<file path="src/sv/bru_pkg.sv">
`timescale 1ns / 1ps

package bru_pkg;

    localparam int DEPTH_DEF = 256;
    localparam int LEN_W     = 9;
    localparam int BYTE_W    = 8;
    localparam int ACT_W     = 2;
    localparam int CNT_MAX   = 255;

    typedef enum logic [ACT_W-1:0] {
        ACT_PUSH  = 2'd0,
        ACT_PULL  = 2'd1,
        ACT_UNGET = 2'd2,
        ACT_NOP   = 2'd3
    } t_action;

    typedef enum logic [2:0] {
        S_IDLE = 3'b001,
        S_EXEC = 3'b010,
        S_OUT  = 3'b100
    } t_state;

    typedef struct packed {
        logic load_item;
        logic execute;
    } t_dp_cmd;

endpackage

</file>
<file path="src/sv/bru_item_if.sv">
`timescale 1ns / 1ps

interface bru_item_if;
    import bru_pkg::*;

    logic              valid;
    logic              ready;
    logic [ACT_W-1:0]  action;
    logic [BYTE_W-1:0] data_in;
    logic              last_of_request;

    modport source (output valid, action, data_in, last_of_request, input ready);
    modport sink   (input valid, action, data_in, last_of_request, output ready);
endinterface

</file>
<file path="src/sv/bru_result_if.sv">
`timescale 1ns / 1ps

interface bru_result_if;
    import bru_pkg::*;

    logic              valid;
    logic              ready;
    logic              ok;
    logic [BYTE_W-1:0] data_out;
    logic [BYTE_W-1:0] occupancy;
    logic [BYTE_W-1:0] moved_count;

    modport source (output valid, ok, data_out, occupancy, moved_count, input ready);
    modport sink   (input valid, ok, data_out, occupancy, moved_count, output ready);
endinterface

</file>
<file path="src/sv/byte_ring_buffer_with_unget.sv">
`timescale 1ns / 1ps

// Byte ring buffer with push at the tail, pull from the head and unget in
// front of the head. The ring keeps one slot free, so it holds at most
// length - 1 bytes.
// i_item carries one byte operation per beat (action, data_in,
// last_of_request); o_result returns exactly one beat per item with ok,
// data_out, occupancy and the moved count of the current request.
// i_cfg_wr_en / i_cfg_wr_data set the ring length (2..DEPTH, clamped) and
// empty the ring; write it only while no item is in flight.
// Timing: an item is taken in the idle state, executed in the next cycle
// (pointer compare plus a write and a read of the byte store, read data
// registered) and its result is offered from the cycle after that. One
// item is in flight at a time, set by the control sequence around the
// store access.
// If the receiver stalls, the result holds on o_result and i_item.ready
// stays low until the result beat is taken.
// Reset (synchronous, active low) empties the ring, clears the moved count
// and sets the length to 256 (or DEPTH if smaller). Store contents are not
// cleared; only bytes that were written can be read back.

module byte_ring_buffer_with_unget #(
    parameter int DEPTH = bru_pkg::DEPTH_DEF
) (
    input  logic                      i_clk,
    input  logic                      i_rst_n,
    bru_item_if.sink                  i_item,
    bru_result_if.source              o_result,
    input  logic                      i_cfg_wr_en,
    input  logic [bru_pkg::LEN_W-1:0] i_cfg_wr_data
);
    import bru_pkg::*;

    t_dp_cmd cmd;

    bru_ctrl u_ctrl (
        .i_clk       (i_clk),
        .i_rst_n     (i_rst_n),
        .i_in_valid  (i_item.valid),
        .o_in_ready  (i_item.ready),
        .o_out_valid (o_result.valid),
        .i_out_ready (o_result.ready),
        .o_cmd       (cmd)
    );

    bru_dp #(
        .DEPTH (DEPTH)
    ) u_dp (
        .i_clk             (i_clk),
        .i_rst_n           (i_rst_n),
        .i_cmd             (cmd),
        .i_cfg_wr_en       (i_cfg_wr_en),
        .i_cfg_wr_data     (i_cfg_wr_data),
        .i_action          (i_item.action),
        .i_data_in         (i_item.data_in),
        .i_last_of_request (i_item.last_of_request),
        .o_ok              (o_result.ok),
        .o_data_out        (o_result.data_out),
        .o_occupancy       (o_result.occupancy),
        .o_moved_count     (o_result.moved_count)
    );

endmodule

</file>
<file path="src/sv/bru_ctrl.sv">
`timescale 1ns / 1ps

module bru_ctrl (
    input  logic             i_clk,
    input  logic             i_rst_n,
    input  logic             i_in_valid,
    output logic             o_in_ready,
    output logic             o_out_valid,
    input  logic             i_out_ready,
    output bru_pkg::t_dp_cmd o_cmd
);
    import bru_pkg::*;

    t_state r_state;
    t_state n_state;

    always_comb begin
        n_state = r_state;
        unique case (r_state)
            S_IDLE: begin
                if (i_in_valid) begin
                    n_state = S_EXEC;
                end
            end
            S_EXEC: begin
                n_state = S_OUT;
            end
            S_OUT: begin
                if (i_out_ready) begin
                    n_state = S_IDLE;
                end
            end
            default: begin
                n_state = S_IDLE;
            end
        endcase
    end

    always_ff @(posedge i_clk) begin
        if (!i_rst_n) begin
            r_state <= S_IDLE;
        end else begin
            r_state <= n_state;
        end
    end

    assign o_in_ready      = (r_state == S_IDLE);
    assign o_out_valid     = (r_state == S_OUT);
    assign o_cmd.load_item = (r_state == S_IDLE) && i_in_valid;
    assign o_cmd.execute   = (r_state == S_EXEC);

endmodule

</file>
<file path="src/sv/bru_dp.sv">
`timescale 1ns / 1ps

module bru_dp #(
    parameter int DEPTH = bru_pkg::DEPTH_DEF
) (
    input  logic                       i_clk,
    input  logic                       i_rst_n,
    input  bru_pkg::t_dp_cmd           i_cmd,
    input  logic                       i_cfg_wr_en,
    input  logic [bru_pkg::LEN_W-1:0]  i_cfg_wr_data,
    input  logic [bru_pkg::ACT_W-1:0]  i_action,
    input  logic [bru_pkg::BYTE_W-1:0] i_data_in,
    input  logic                       i_last_of_request,
    output logic                       o_ok,
    output logic [bru_pkg::BYTE_W-1:0] o_data_out,
    output logic [bru_pkg::BYTE_W-1:0] o_occupancy,
    output logic [bru_pkg::BYTE_W-1:0] o_moved_count
);
    import bru_pkg::*;

    localparam int PTR_W     = (DEPTH > 2) ? $clog2(DEPTH) : 1;
    localparam int PW        = PTR_W + 1;
    localparam int CW        = (PW > LEN_W) ? PW : LEN_W;
    localparam int OW        = (PW > BYTE_W + 1) ? PW : BYTE_W + 1;
    localparam int RESET_LEN = (DEPTH < 256) ? DEPTH : 256;

    logic [BYTE_W-1:0] r_mem [DEPTH];
    logic [BYTE_W-1:0] r_rdata;

    logic [PW-1:0]     r_len;
    logic [PTR_W-1:0]  r_wp;
    logic [PTR_W-1:0]  r_rp;
    logic [BYTE_W-1:0] r_req_moved;

    t_action           r_action;
    logic [BYTE_W-1:0] r_data;
    logic              r_last;

    logic              r_ok;
    logic              r_pull;
    logic [BYTE_W-1:0] r_echo;
    logic [BYTE_W-1:0] r_occ;
    logic [BYTE_W-1:0] r_moved_out;

    logic [CW-1:0]     cfg_ext;
    logic [PW-1:0]     n_len;
    logic [PW-1:0]     w;
    logic [PW-1:0]     r;
    logic [PW-1:0]     w_inc;
    logic [PW-1:0]     r_inc;
    logic [PW-1:0]     r_dec;
    logic              push_ok;
    logic              pull_ok;
    logic              unget_ok;
    logic              op_ok;
    logic [PW-1:0]     n_w;
    logic [PW-1:0]     n_r;
    logic [PW-1:0]     occ;
    logic [OW-1:0]     occ_ext;
    logic [BYTE_W-1:0] n_occ;
    logic [BYTE_W-1:0] n_moved;
    logic              mem_we;
    logic [PTR_W-1:0]  mem_waddr;

    // clamp the written length into 2..DEPTH
    always_comb begin
        cfg_ext = CW'(i_cfg_wr_data);
        if (cfg_ext < CW'(2)) begin
            n_len = PW'(2);
        end else if (cfg_ext > CW'(DEPTH)) begin
            n_len = PW'(DEPTH);
        end else begin
            n_len = cfg_ext[PW-1:0];
        end
    end

    always_comb begin
        w = (PW'(r_wp) >= r_len) ? '0 : PW'(r_wp);
        r = (PW'(r_rp) >= r_len) ? '0 : PW'(r_rp);

        w_inc = (w + PW'(1) == r_len) ? '0 : w + PW'(1);
        r_inc = (r + PW'(1) == r_len) ? '0 : r + PW'(1);
        r_dec = (r == '0) ? r_len - PW'(1) : r - PW'(1);

        push_ok  = (r_action == ACT_PUSH)  && (w_inc != r);
        pull_ok  = (r_action == ACT_PULL)  && (r != w);
        unget_ok = (r_action == ACT_UNGET) && (r_dec != w);
        op_ok    = push_ok || pull_ok || unget_ok;

        n_w = push_ok  ? w_inc : w;
        n_r = pull_ok  ? r_inc : (unget_ok ? r_dec : r);

        occ     = (n_w >= n_r) ? (n_w - n_r) : (r_len - n_r + n_w);
        occ_ext = OW'(occ);
        n_occ   = (occ_ext > OW'(CNT_MAX)) ? BYTE_W'(CNT_MAX) : occ_ext[BYTE_W-1:0];

        n_moved = (op_ok && (r_req_moved != BYTE_W'(CNT_MAX)))
                ? r_req_moved + BYTE_W'(1) : r_req_moved;

        mem_we    = i_cmd.execute && (push_ok || unget_ok);
        mem_waddr = push_ok ? w[PTR_W-1:0] : r_dec[PTR_W-1:0];
    end

    always_ff @(posedge i_clk) begin
        if (mem_we) begin
            r_mem[mem_waddr] <= r_data;
        end
        if (i_cmd.execute) begin
            r_rdata <= r_mem[r[PTR_W-1:0]];
        end
    end

    // capture the beat and hold the result fields
    always_ff @(posedge i_clk) begin
        if (i_cmd.load_item) begin
            r_action <= t_action'(i_action);
            r_data   <= i_data_in;
            r_last   <= i_last_of_request;
        end
        if (i_cmd.execute) begin
            r_ok        <= op_ok;
            r_pull      <= pull_ok;
            r_echo      <= (push_ok || unget_ok) ? r_data : '0;
            r_occ       <= n_occ;
            r_moved_out <= n_moved;
        end
    end

    always_ff @(posedge i_clk) begin
        if (!i_rst_n) begin
            r_len       <= PW'(RESET_LEN);
            r_wp        <= '0;
            r_rp        <= '0;
            r_req_moved <= '0;
        end else if (i_cfg_wr_en) begin
            r_len       <= n_len;
            r_wp        <= '0;
            r_rp        <= '0;
            r_req_moved <= '0;
        end else if (i_cmd.execute) begin
            r_wp        <= n_w[PTR_W-1:0];
            r_rp        <= n_r[PTR_W-1:0];
            r_req_moved <= r_last ? '0 : n_moved;
        end
    end

    assign o_ok          = r_ok;
    assign o_data_out    = r_pull ? r_rdata : r_echo;
    assign o_occupancy   = r_occ;
    assign o_moved_count = r_moved_out;

endmodule
</file>
<file path="src/flat_wrapper.sv">
// flat-port wrapper written by rule: the top's interface ports become plain ports
module byte_ring_buffer_with_unget_flat import bru_pkg::*;
#(
    parameter int DEPTH = bru_pkg::DEPTH_DEF
)
  (i_clk, i_rst_n, i_cfg_wr_en, i_cfg_wr_data, i_item_valid, i_item_action, i_item_data_in, i_item_last_of_request, i_item_ready, o_result_valid, o_result_ok, o_result_data_out, o_result_occupancy, o_result_moved_count, o_result_ready);
  bru_item_if i_item_i ();
  bru_result_if o_result_i ();
  input  logic i_clk;
  input  logic i_rst_n;
  input  logic i_cfg_wr_en;
  input  logic [bru_pkg::LEN_W-1:0] i_cfg_wr_data;
  input wire logic [$bits(i_item_i.valid)-1:0] i_item_valid;
  input wire logic [$bits(i_item_i.action)-1:0] i_item_action;
  input wire logic [$bits(i_item_i.data_in)-1:0] i_item_data_in;
  input wire logic [$bits(i_item_i.last_of_request)-1:0] i_item_last_of_request;
  output wire logic [$bits(i_item_i.ready)-1:0] i_item_ready;
  output wire logic [$bits(o_result_i.valid)-1:0] o_result_valid;
  output wire logic [$bits(o_result_i.ok)-1:0] o_result_ok;
  output wire logic [$bits(o_result_i.data_out)-1:0] o_result_data_out;
  output wire logic [$bits(o_result_i.occupancy)-1:0] o_result_occupancy;
  output wire logic [$bits(o_result_i.moved_count)-1:0] o_result_moved_count;
  input wire logic [$bits(o_result_i.ready)-1:0] o_result_ready;
  assign i_item_i.valid = i_item_valid;
  assign i_item_i.action = i_item_action;
  assign i_item_i.data_in = i_item_data_in;
  assign i_item_i.last_of_request = i_item_last_of_request;
  assign i_item_ready = i_item_i.ready;
  assign o_result_valid = o_result_i.valid;
  assign o_result_ok = o_result_i.ok;
  assign o_result_data_out = o_result_i.data_out;
  assign o_result_occupancy = o_result_i.occupancy;
  assign o_result_moved_count = o_result_i.moved_count;
  assign o_result_i.ready = o_result_ready;
  byte_ring_buffer_with_unget #(.DEPTH(DEPTH)) u_core (.i_clk(i_clk), .i_rst_n(i_rst_n), .i_item(i_item_i), .o_result(o_result_i), .i_cfg_wr_en(i_cfg_wr_en), .i_cfg_wr_data(i_cfg_wr_data));
endmodule
</file>
<file path="config.mk">
export PLATFORM = sky130hd
export DESIGN_NAME = byte_ring_buffer_with_unget_flat
export DESIGN_NICKNAME = d
export VERILOG_FILES = /design/src/sv/bru_pkg.sv /design/src/sv/bru_item_if.sv /design/src/sv/bru_result_if.sv /design/src/sv/byte_ring_buffer_with_unget.sv /design/src/sv/bru_ctrl.sv /design/src/sv/bru_dp.sv /design/src/flat_wrapper.sv
export SDC_FILE = /design/constraint.sdc
export NUM_CORES = 2
export LEC_CHECK = 0
export BUFFER_PORTS_ARGS = -buffer_cell sky130_fd_sc_hd__buf_4
export CAP_MARGIN = 15
export CORE_MARGIN = 2
export CORE_UTILIZATION = 65
export CTS_BUF_LIST = sky130_fd_sc_hd__clkbuf_4 sky130_fd_sc_hd__clkbuf_8
export CTS_CLUSTER_DIAMETER = 50
export DETAILED_ROUTE_END_ITERATION = 12
export PLACE_DENSITY_LB_ADDON = 0.3
export SYNTH_ARGS = -nofsm -noshare
export SYNTH_HDL_FRONTEND = slang
export SYNTH_SLANG_ARGS = --single-unit
</file>
<file path="constraint.sdc">
create_clock -name i_clk -period 12.8 [get_ports i_clk]
set_input_delay 0.64 -clock i_clk [delete_from_list [all_inputs] [get_ports i_clk]]
set_output_delay 0.64 -clock i_clk [all_outputs]
set_load 0.02 [all_outputs]
</file>
==> results.toml <==
[status]
outcome = "complete, no violations"

[synth]
synth_edf_count = 2093
ys_top_cells_by_count = "2,093 x edfxtp_1, 667 x nor2_1, 607 x nand2_1, 451 x clkbuf_1, 386 x o21ai_0"
yosysTopAreaCell = "edfxtp_1"
synth_area_um2 = 88980
netlist.area_leader.share = 0.7063
ys_ff_latch = 2129
synth.most_common_cell = "edfxtp_1"
synth_cells = 6428
yosysWarnings = 0
syn_nets = 6499
ys_seq_area_frac = 0.7144
synth_area_per_cell_um2 = 13.84
synth_flop_cell = "edfxtp_1"
synth_area_leaders = "edfxtp_1 71%, nor2_1 2.8%, nand2_1 2.6%, a211oi_1 2.3%, o21ai_0 2.2%"
synth-async-reset-ratio = 0
yosysUniqueCellTypes = 100

[global_routing]
use_met1 = 0.4512
gr-max-usage-layer = "met2"
grt_pass1_vias = 55030
track_usage = 0.3275
grt_overflow_total = 0
grt_max_degree = 225
grt_pass1_wl_um = 344000
met3_usage = 0.07668
antenna_found_initial = 4
grt_util_met2 = 0.5075

[critical_path]
end_kind = "register"
slowest_stage = "nor2_1"
slowest_delay_ns = 0.82
start_kind = "register"
critPathRequiredTime_ns = 13.47
worstPathArrival_ns = 12.15
cp_max_fo = 69
critical_path_class = "register to register"

[clock_tree]
cts_max_level = 5
ctsLongestPathBuffers = 4
cts_tree = "yes"
clock-root-buffer = "clkbuf_8"
numCtsBuffers = 341
clock_latency_ns = 1.03
path_clk_slew_ns = 0.06
numClockSinks = 2129

[routing]
viasPerCell = 6.798
ant_nets = 0
wl_per_cell_um = 27.39
drc = 0
vias = 57490
drt_iter0_markers = 8110
routed_wl_um = 231700
drt_first_pass_iters = 6

[timing]
finalSetupViolCount = 0
drv_slew = 0
worst_pin_slew_ns = 1.319
tns_ns = 0
rsz0062_at_grt = "no"
finalHoldViolations = 0
fin_worst_skew_ns = 0.09205
period_minus_slack_ns = 11.49
max_freq_ghz = 0.08706
fin_crit_sh = 0.8974
slew_headroom = 0.1210

[die]
coreArea_um2 = 135600
start_util = 0.6560
fp.dieW_um = 374.0
fp.dieH_um = 374.0
fp-row-count = 135
die-area_um2 = 139900
io-pin-count = 52

[power]
p_total_uw = 13840
power_per_cell_area_nw_per_um2 = 142.5
p_leak_uw = 0.03200
ir_drop_mv = 0.09760

[run]
cap_violations = 0

[final_layout]
syn_to_final_growth_pct = 9.208
fill_cells = 8469
largest_register_ffs = 2048
fin_nets = 6504
drive_above_1_share = 0.1190
regMostFlops = "u_core.u_dp.r_mem"
largest_registers = "u_core.u_dp.r_mem: 2048 flops, u_core.u_dp.r_len: 9 flops"
finish.utilization = 0.7164

[place]
gp_congestion = 0.9686
numPortBuffers = 51
dp_hpwl_um = 129800

[hold_path]
worstHoldPathType = "primary input to register"
[repair_timing]
| item | CTS | global route |
|---|---|---|
| hold endpoints to repair | 23 | 0 |
| resized for setup | 0 | 0 |
| setup buffers | 0 | 0 |
| hold buffers | 21 | 0 |
[final cells by class]
cell class                      count  area, µm²  share of cell area
Antenna cell                        4      10.01           0.0001030
Sequential cell                  2129      63570              0.6542
Clock inverter                    121      688.2            0.007082
Inverter                           46      190.2            0.001957
Multi-Input combinational cell   3749      23420              0.2410
Timing Repair Buffer              166       1411             0.01452
Clock buffer                      460       5649             0.05814
Tap cell                         1781       2228             0.02293
[placed cells by master (no fill, tap or decap), types with 143 or more instances in the layout]
cell      instances
nand2_1         591
a31oi_1         206
or3_1           143
edfxtp_1       2093
o211ai_1        168
nor2_1          664
mux2i_1         162
o21ai_0         384
clkbuf_8        351
a211oi_1        270
[where the power goes]
group / total, µW / internal (µW) / switching [µW] / leakage [µW]
registers: 7710 / 7700 / 8.71 / 0.0191
clock network: 5530 / 2970 / 2570 / 0.00335
logic: 602 / 146 / 456 / 0.00954
total: 13800 / 10800 / 3030 / 0.0320
[routing by layer]
metal  vias to the layer above  wire, µm
met5                         -         0
met4                         0     10050
met3                       630     25710
met2                      3665    109500
met1                     28250     86350
li1                      24950         -
[cell families (layout without fill, tap and decap cells)]
logic type,count (synthesis),count (layout),synth area share
buffers and inverters,550,793,0.02392
flip-flops,2129,2129,0.7144
AND/OR/NAND/NOR,1801,1801,0.09057
adder cells (fa/ha/maj),47,47,0.007256
AO/OA/AOI/OAI,1595,1595,0.1199
other,0,4,0
multiplexers,242,242,0.03670
XOR/XNOR,64,64,0.007171
[final timing paths]
path,startpoint,end,slack [ns],cells past startpoint
setup / recovery,u_core.u_dp.r_len[6]$_SDFFE_PN0P_,u_core.u_dp.o_occupancy[4]$_SDFFCE_PN1P_,1.31,41
hold / removal,i_cfg_wr_data[4],u_core.u_dp.r_len[4]$_SDFFE_PN0P_,0.08,4
setup reg to reg,u_core.u_dp.r_len[6]$_SDFFE_PN0P_,u_core.u_dp.o_occupancy[4]$_SDFFCE_PN1P_,1.31,41
hold reg to reg,u_core.u_dp.r_req_moved[7]$_SDFFE_PP0P_,u_core.u_dp.r_req_moved[7]$_SDFFE_PP0P_,0.52,2
[stage by stage]
| step | instance area, µm² | setup slack (ns) | instances | hold WS [ns] |
|---|---|---|---|---|
| 2_1_floorplan | 88980 | 2.867 | 6428 | 0.4834 |
| 3_3_place_gp | 90610 | 1.490 | 7850 | 0.4968 |
| 3_5_place_dp | 90610 | 1.419 | 7850 | 0.4903 |
| 4_1_cts | 97160 | 1.403 | 8452 | 0.01781 |
| 5_1_grt | 97160 | 0.6301 | 8453 | 0.09665 |
| 6_report | 97170 | 1.313 | 8456 | 0.07753 |
[worst max-delay path: cells and delay by family (launching register included)]
family / cells / cell delay, ns
AOI/OAI and AO/OA: 14 / 3.80
xor gates and xnor gates: 3 / 0.43
adders and majority gates: 5 / 1.94
buffers and inverters: 4 / 0.90
DFF: 1 / 0.69
muxes: 1 / 0.31
and+or+nand+nor: 14 / 3.11
(Power assumes the default switching activity.)
